**config.mk**
```make
export PLATFORM = sky130hd
export DESIGN_NAME = oaid_cell
export DESIGN_NICKNAME = d
export VERILOG_FILES = /design/src/hdl/ordered_array_insert_delete_core_assert.svh /design/src/hdl/oaid_pkg.sv /design/src/hdl/oaid_cell.sv
export SDC_FILE = /design/constraint.sdc
export NUM_CORES = 1
export LEC_CHECK = 0
export ABC_AREA = 0
export BUFFER_PORTS_ARGS = -buffer_cell sky130_fd_sc_hd__buf_4
export CORE_ASPECT_RATIO = 0.6
export CORE_MARGIN = 2
export CORE_UTILIZATION = 30
export DETAILED_ROUTE_END_ITERATION = 12
export PLACE_DENSITY_LB_ADDON = 0.15
export SYNTH_ARGS = -nofsm -noshare
export SYNTH_HDL_FRONTEND = slang
export SYNTH_SLANG_ARGS = --single-unit
```
**constraint.sdc**
```tcl
create_clock -name clk_i -period 3.1 [get_ports clk_i]
set_input_delay 0.31 -clock clk_i [delete_from_list [all_inputs] [get_ports clk_i]]
set_output_delay 0.31 -clock clk_i [all_outputs]
set_load 0.05 [all_outputs]
```
**src/hdl/ordered_array_insert_delete_core_assert.svh**
```systemverilog
// Assertion macros shared by the ordered list design files.
`ifndef ORDERED_ARRAY_INSERT_DELETE_CORE_ASSERT_SVH
`define ORDERED_ARRAY_INSERT_DELETE_CORE_ASSERT_SVH

// Same-cycle implication, disabled while reset is asserted.
`define OAID_ASSERT_IMPL(label, clk, rst_n, ante, cons) \
  label: assert property (@(posedge clk) disable iff (!(rst_n)) (ante) |-> (cons)) \
    else $error("ordered list check failed");

// Next-cycle implication, disabled while reset is asserted.
`define OAID_ASSERT_NEXT(label, clk, rst_n, ante, cons) \
  label: assert property (@(posedge clk) disable iff (!(rst_n)) (ante) |=> (cons)) \
    else $error("ordered list check failed");

`endif

```
**src/hdl/oaid_pkg.sv**
```systemverilog
// Shared types and constants of the ordered list core.
package oaid_pkg;

  localparam int TYPE_W  = 3;
  localparam int POS_W   = 7;
  localparam int VALUE_W = 32;
  localparam int STAT_W  = 2;
  localparam int COUNT_W = 7;

  typedef enum logic [TYPE_W-1:0] {
    REQ_INSERT = 3'd0,
    REQ_DELETE = 3'd1,
    REQ_DEL_EQ = 3'd2,
    REQ_READ   = 3'd3,
    REQ_MODIFY = 3'd4
  } req_type_e;

  typedef enum logic [STAT_W-1:0] {
    ST_OK      = 2'd0,
    ST_ILLEGAL = 2'd1,
    ST_FULL    = 2'd2
  } status_e;

  // Command broadcast to every cell of the chain.
  typedef enum logic [2:0] {
    CMD_HOLD,
    CMD_INS,
    CMD_DEL,
    CMD_MOD,
    CMD_COMPACT
  } cell_cmd_e;

endpackage

```
**src/hdl/oaid_cell.sv**
```systemverilog
// One storage cell of the ordered list chain.
module oaid_cell #(
  parameter int DW    = 32,
  parameter int IW    = 6,
  parameter int INDEX = 0
) (
  input  logic                       clk_i,
  input  oaid_pkg::cell_cmd_e        cmd_i,
  input  logic [IW-1:0]              tgt_i,
  input  logic [DW-1:0]              word_i,
  input  logic [DW-1:0]              lower_i,
  input  logic [DW-1:0]              upper_i,
  output logic [DW-1:0]              data_o
);

  logic [DW-1:0] data_q, data_d;
  logic          at, above;

  always_comb begin
    at     = (tgt_i == IW'(INDEX));
    above  = (IW'(INDEX) > tgt_i);
    data_d = data_q;
    case (cmd_i)
      oaid_pkg::CMD_INS: begin
        if (above) begin
          data_d = lower_i;
        end else if (at) begin
          data_d = word_i;
        end
      end
      oaid_pkg::CMD_DEL: begin
        if (at || above) begin
          data_d = upper_i;
        end
      end
      oaid_pkg::CMD_MOD: begin
        if (at) begin
          data_d = word_i;
        end
      end
      oaid_pkg::CMD_COMPACT: begin
        // The head word is rotated into the tail slot while the rest moves down.
        data_d = at ? word_i : upper_i;
      end
      default: begin
        data_d = data_q;
      end
    endcase
  end

  always_ff @(posedge clk_i) begin
    data_q <= data_d;
  end

  assign data_o = data_q;

endmodule

```
==> results_dict.tcl <==
set metrics [dict create \
    post-dp-hpwl_um 3800 \
    max-vdd-ir-drop_mv 0.152 \
    yosys.cell_types.count 23 \
    clock_skew_ns 0 \
    synth_nets 276 \
    yosysMostFrequentCell "nand2_1" \
    startpoint_type "input pin" \
    die_w_um 101 \
    insertion_delay_ns 0.27 \
    io_buffers 105 \
    drt_drc_violations_left 0 \
    critPathRequiredTime_ns 3.12 \
    status "finished clean" \
    p_total_mw 1.20 \
    met2_usage 0.246 \
    hold_class "input pin to flip-flop" \
    path_common_cell "buf_4" \
    synth_largest_area_cell "edfxtp_1" \
    async_reset_ff_frac 0 \
    synthAdderAreaFrac 0 \
    layout.nets 382 \
    grt_setup_unrepaired "false" \
    area_growth_pct 56.3 \
    synthTopCellsByCount "nand2_1, edfxtp_1, a21oi_1" \
    worstReg2RegStart "data_o[24]" \
    relSlewSlack 0.554 \
    largest_reg_flops 32 \
    cts_tree "built" \
    fillCellCount 547 \
    antenna_found_initial 0 \
    drt_iter0_markers 63 \
    track_usage 0.169 \
    clock.fmax_mhz 486 \
    yosysSeqAreaShare 0.565 \
    cts_setup_buffers 0 \
    ctsResizeCount 0 \
    num_io_pins 138 \
    p_per_area_nw_per_um2 451 \
    cts.sinks 32 \
    multi_input_comb_area_um2 627 \
    routed_wl_um 5110 \
    path_cells "buf_4 -> or4_4 -> o31ai_4 -> and2_1 -> buf_4 -> a31oi_1" \
    cp_slowest_cell "or4_4" \
    synth_top_family_by_area "compound AO/OA/AOI/OAI gates" \
    final_hold_viol_count 0 \
    power_leakage_nw 1.17 \
    use_met1 0.245 \
    worst_slew_pin_slew_ns 0.670 \
    clockRootBuffer "clkbuf_8" \
    tns_ns 0 \
    path_max_fanout 14 \
    arrival_ns 2.08 \
    placed_cell_area_um2 2580 \
    slowest_delay_ns 0.55 \
    vias 1663 \
    design_area_um2 2660 \
    start_util 0.308 \
    timing.rr.end "data_o[24]" \
    synth_seq_cells 32 \
    reg2reg_slack_ns 2.14 \
    holdBufCountCts 0 \
    wl_per_cell_um 14.8 \
    grt_pass1_wl_um 8310 \
    dp_cells 338 \
    synthCells 170 \
    synth_xor_area_frac 0.00515 \
    cp-end-kind "flip-flop" \
    synth_warnings 0 \
    clockBufferDepth 2 \
    dieArea_um2 6310 \
    drive_above_1_share 0.438 \
    r2r_cells 2 \
    worstSetupPathType "input pin to flip-flop" \
    routabilityCongestion 0.786 \
    final_cell_count_no_fill 345 \
    core_area_um2 5520 \
    synth_area_leaders "edfxtp_1, nand2_1, a22oi_1, a31oi_1, a21oi_1" \
    crit_end "data_o[20]" \
    synth.avg_cell_area_um2 10.0 \
    drv_slew 0 \
    cts.clk_slew.worst_paths_ns 0.06 \
    min_period_over_period 0.663 \
    synth_compound_gate_area_share 0.249 \
    netlist.area_leader.share 0.565 \
    ant_nets 0 \
    synth_mux_area_frac 0 \
    finalSetupViolCount 0 \
    yosys.area_share.simple 0.108 \
    synth_area_um2 1700 \
    gr-total-overflow 0 \
    drv_cap 0 \
    viasPerCell 4.82 \
    final_util 0.482 \
    crit_start "tgt_i[5]" \
    grt_max_degree 19 \
    grt_busiest_layer "met2" \
    grt_pass1_vias 1651 \
    rows 21 \
    first_pass_iters 4 \
    antennaDiodeCount 0 \
    area.sequential_um2 961 \
    die_y_um 62.3 \
    post-route-min-period_ns 2.06 \
    numCtsBuffers 5 \
    synth_top_flop_cell "edfxtp_1" \
    gr-usage-met3 0.0541 \
    cts_max_level 2 \
    synth_edf_count 32 \
]
-- power by group --
part	switching (mW)	internal, mW	leakage, nW
clock	0.146	0.152	0.0410
sequential	0.0188	0.527	0.305
combinational	0.209	0.145	0.826
total	0.374	0.824	1.17
-- worst min path at each step --
| stage | start | to | slack [ns] | cells past startpoint |
|---|---|---|---|---|
| 6_report | word_i[14] | data_o[14] | 0.34 | 3 |
| 5_1_grt | word_i[19] | data_o[19] | 0.34 | 3 |
| 4_1_cts | word_i[31] | data_o[31] | 0.33 | 3 |
| 3_5_place_dp | data_o[16] | data_o[16] | 0.60 | 2 |
| 3_3_place_gp | data_o[28] | data_o[28] | 0.59 | 2 |
| 2_1_floorplan | word_i[16] | data_o[16] | 0.52 | 2 |
-- cells in the final DEF, fill, tap and decap left out, drive strengths merged --
master and count:
clkinv 1, o21bai 1, nor4 1, a21oi 17
inv 16, nand2 33, or3b 1, edfxtp 32
nor2 1, nor3b 1, clkbuf 6, and2 1
o31ai 1, a2bb2oi 1, buf 111, o21ai 16
xnor2 1, or4 1, and3 1, a31oi 16
a22oi 16, nor3 1
-- stage by stage --
step,hold slack [ns],setup slack [ns]
after detailed placement,0.597,0.704
after CTS,0.329,1.01
after floorplan,0.519,0.522
final,0.339,1.04
after global placement,0.590,0.740
after global routing,0.341,0.958
-- critical path: cells and delay by family --
family	cells	cell delay (ns)
and+or+nand+nor	2	1.07
buffers and inverters	2	0.41
AOI/OAI and AO/OA	2	0.28
-- metal layers --
metal,share of wire,vias up
met4,0.0037,0
met5,0,-
met1,0.49,770
met2,0.43,50
met3,0.070,2
li1,-,841
-- cells by family after synthesis --
kind of cell / Yosys count
compound gates: 68
xor+xnor: 1
buf+inv: 28
simple gates: 41
flops: 32
-- cell type report --
cell class / count / area share
timing repair buffer: 111 / 0.318
tap: 69 / 0.0325
clock buffer: 6 / 0.0273
clock inverter: 1 / 0.00188
sequential: 32 / 0.362
inverter: 16 / 0.0226
multi-input combinational: 110 / 0.236
No activity file was read; power rests on OpenSTA's default activity.
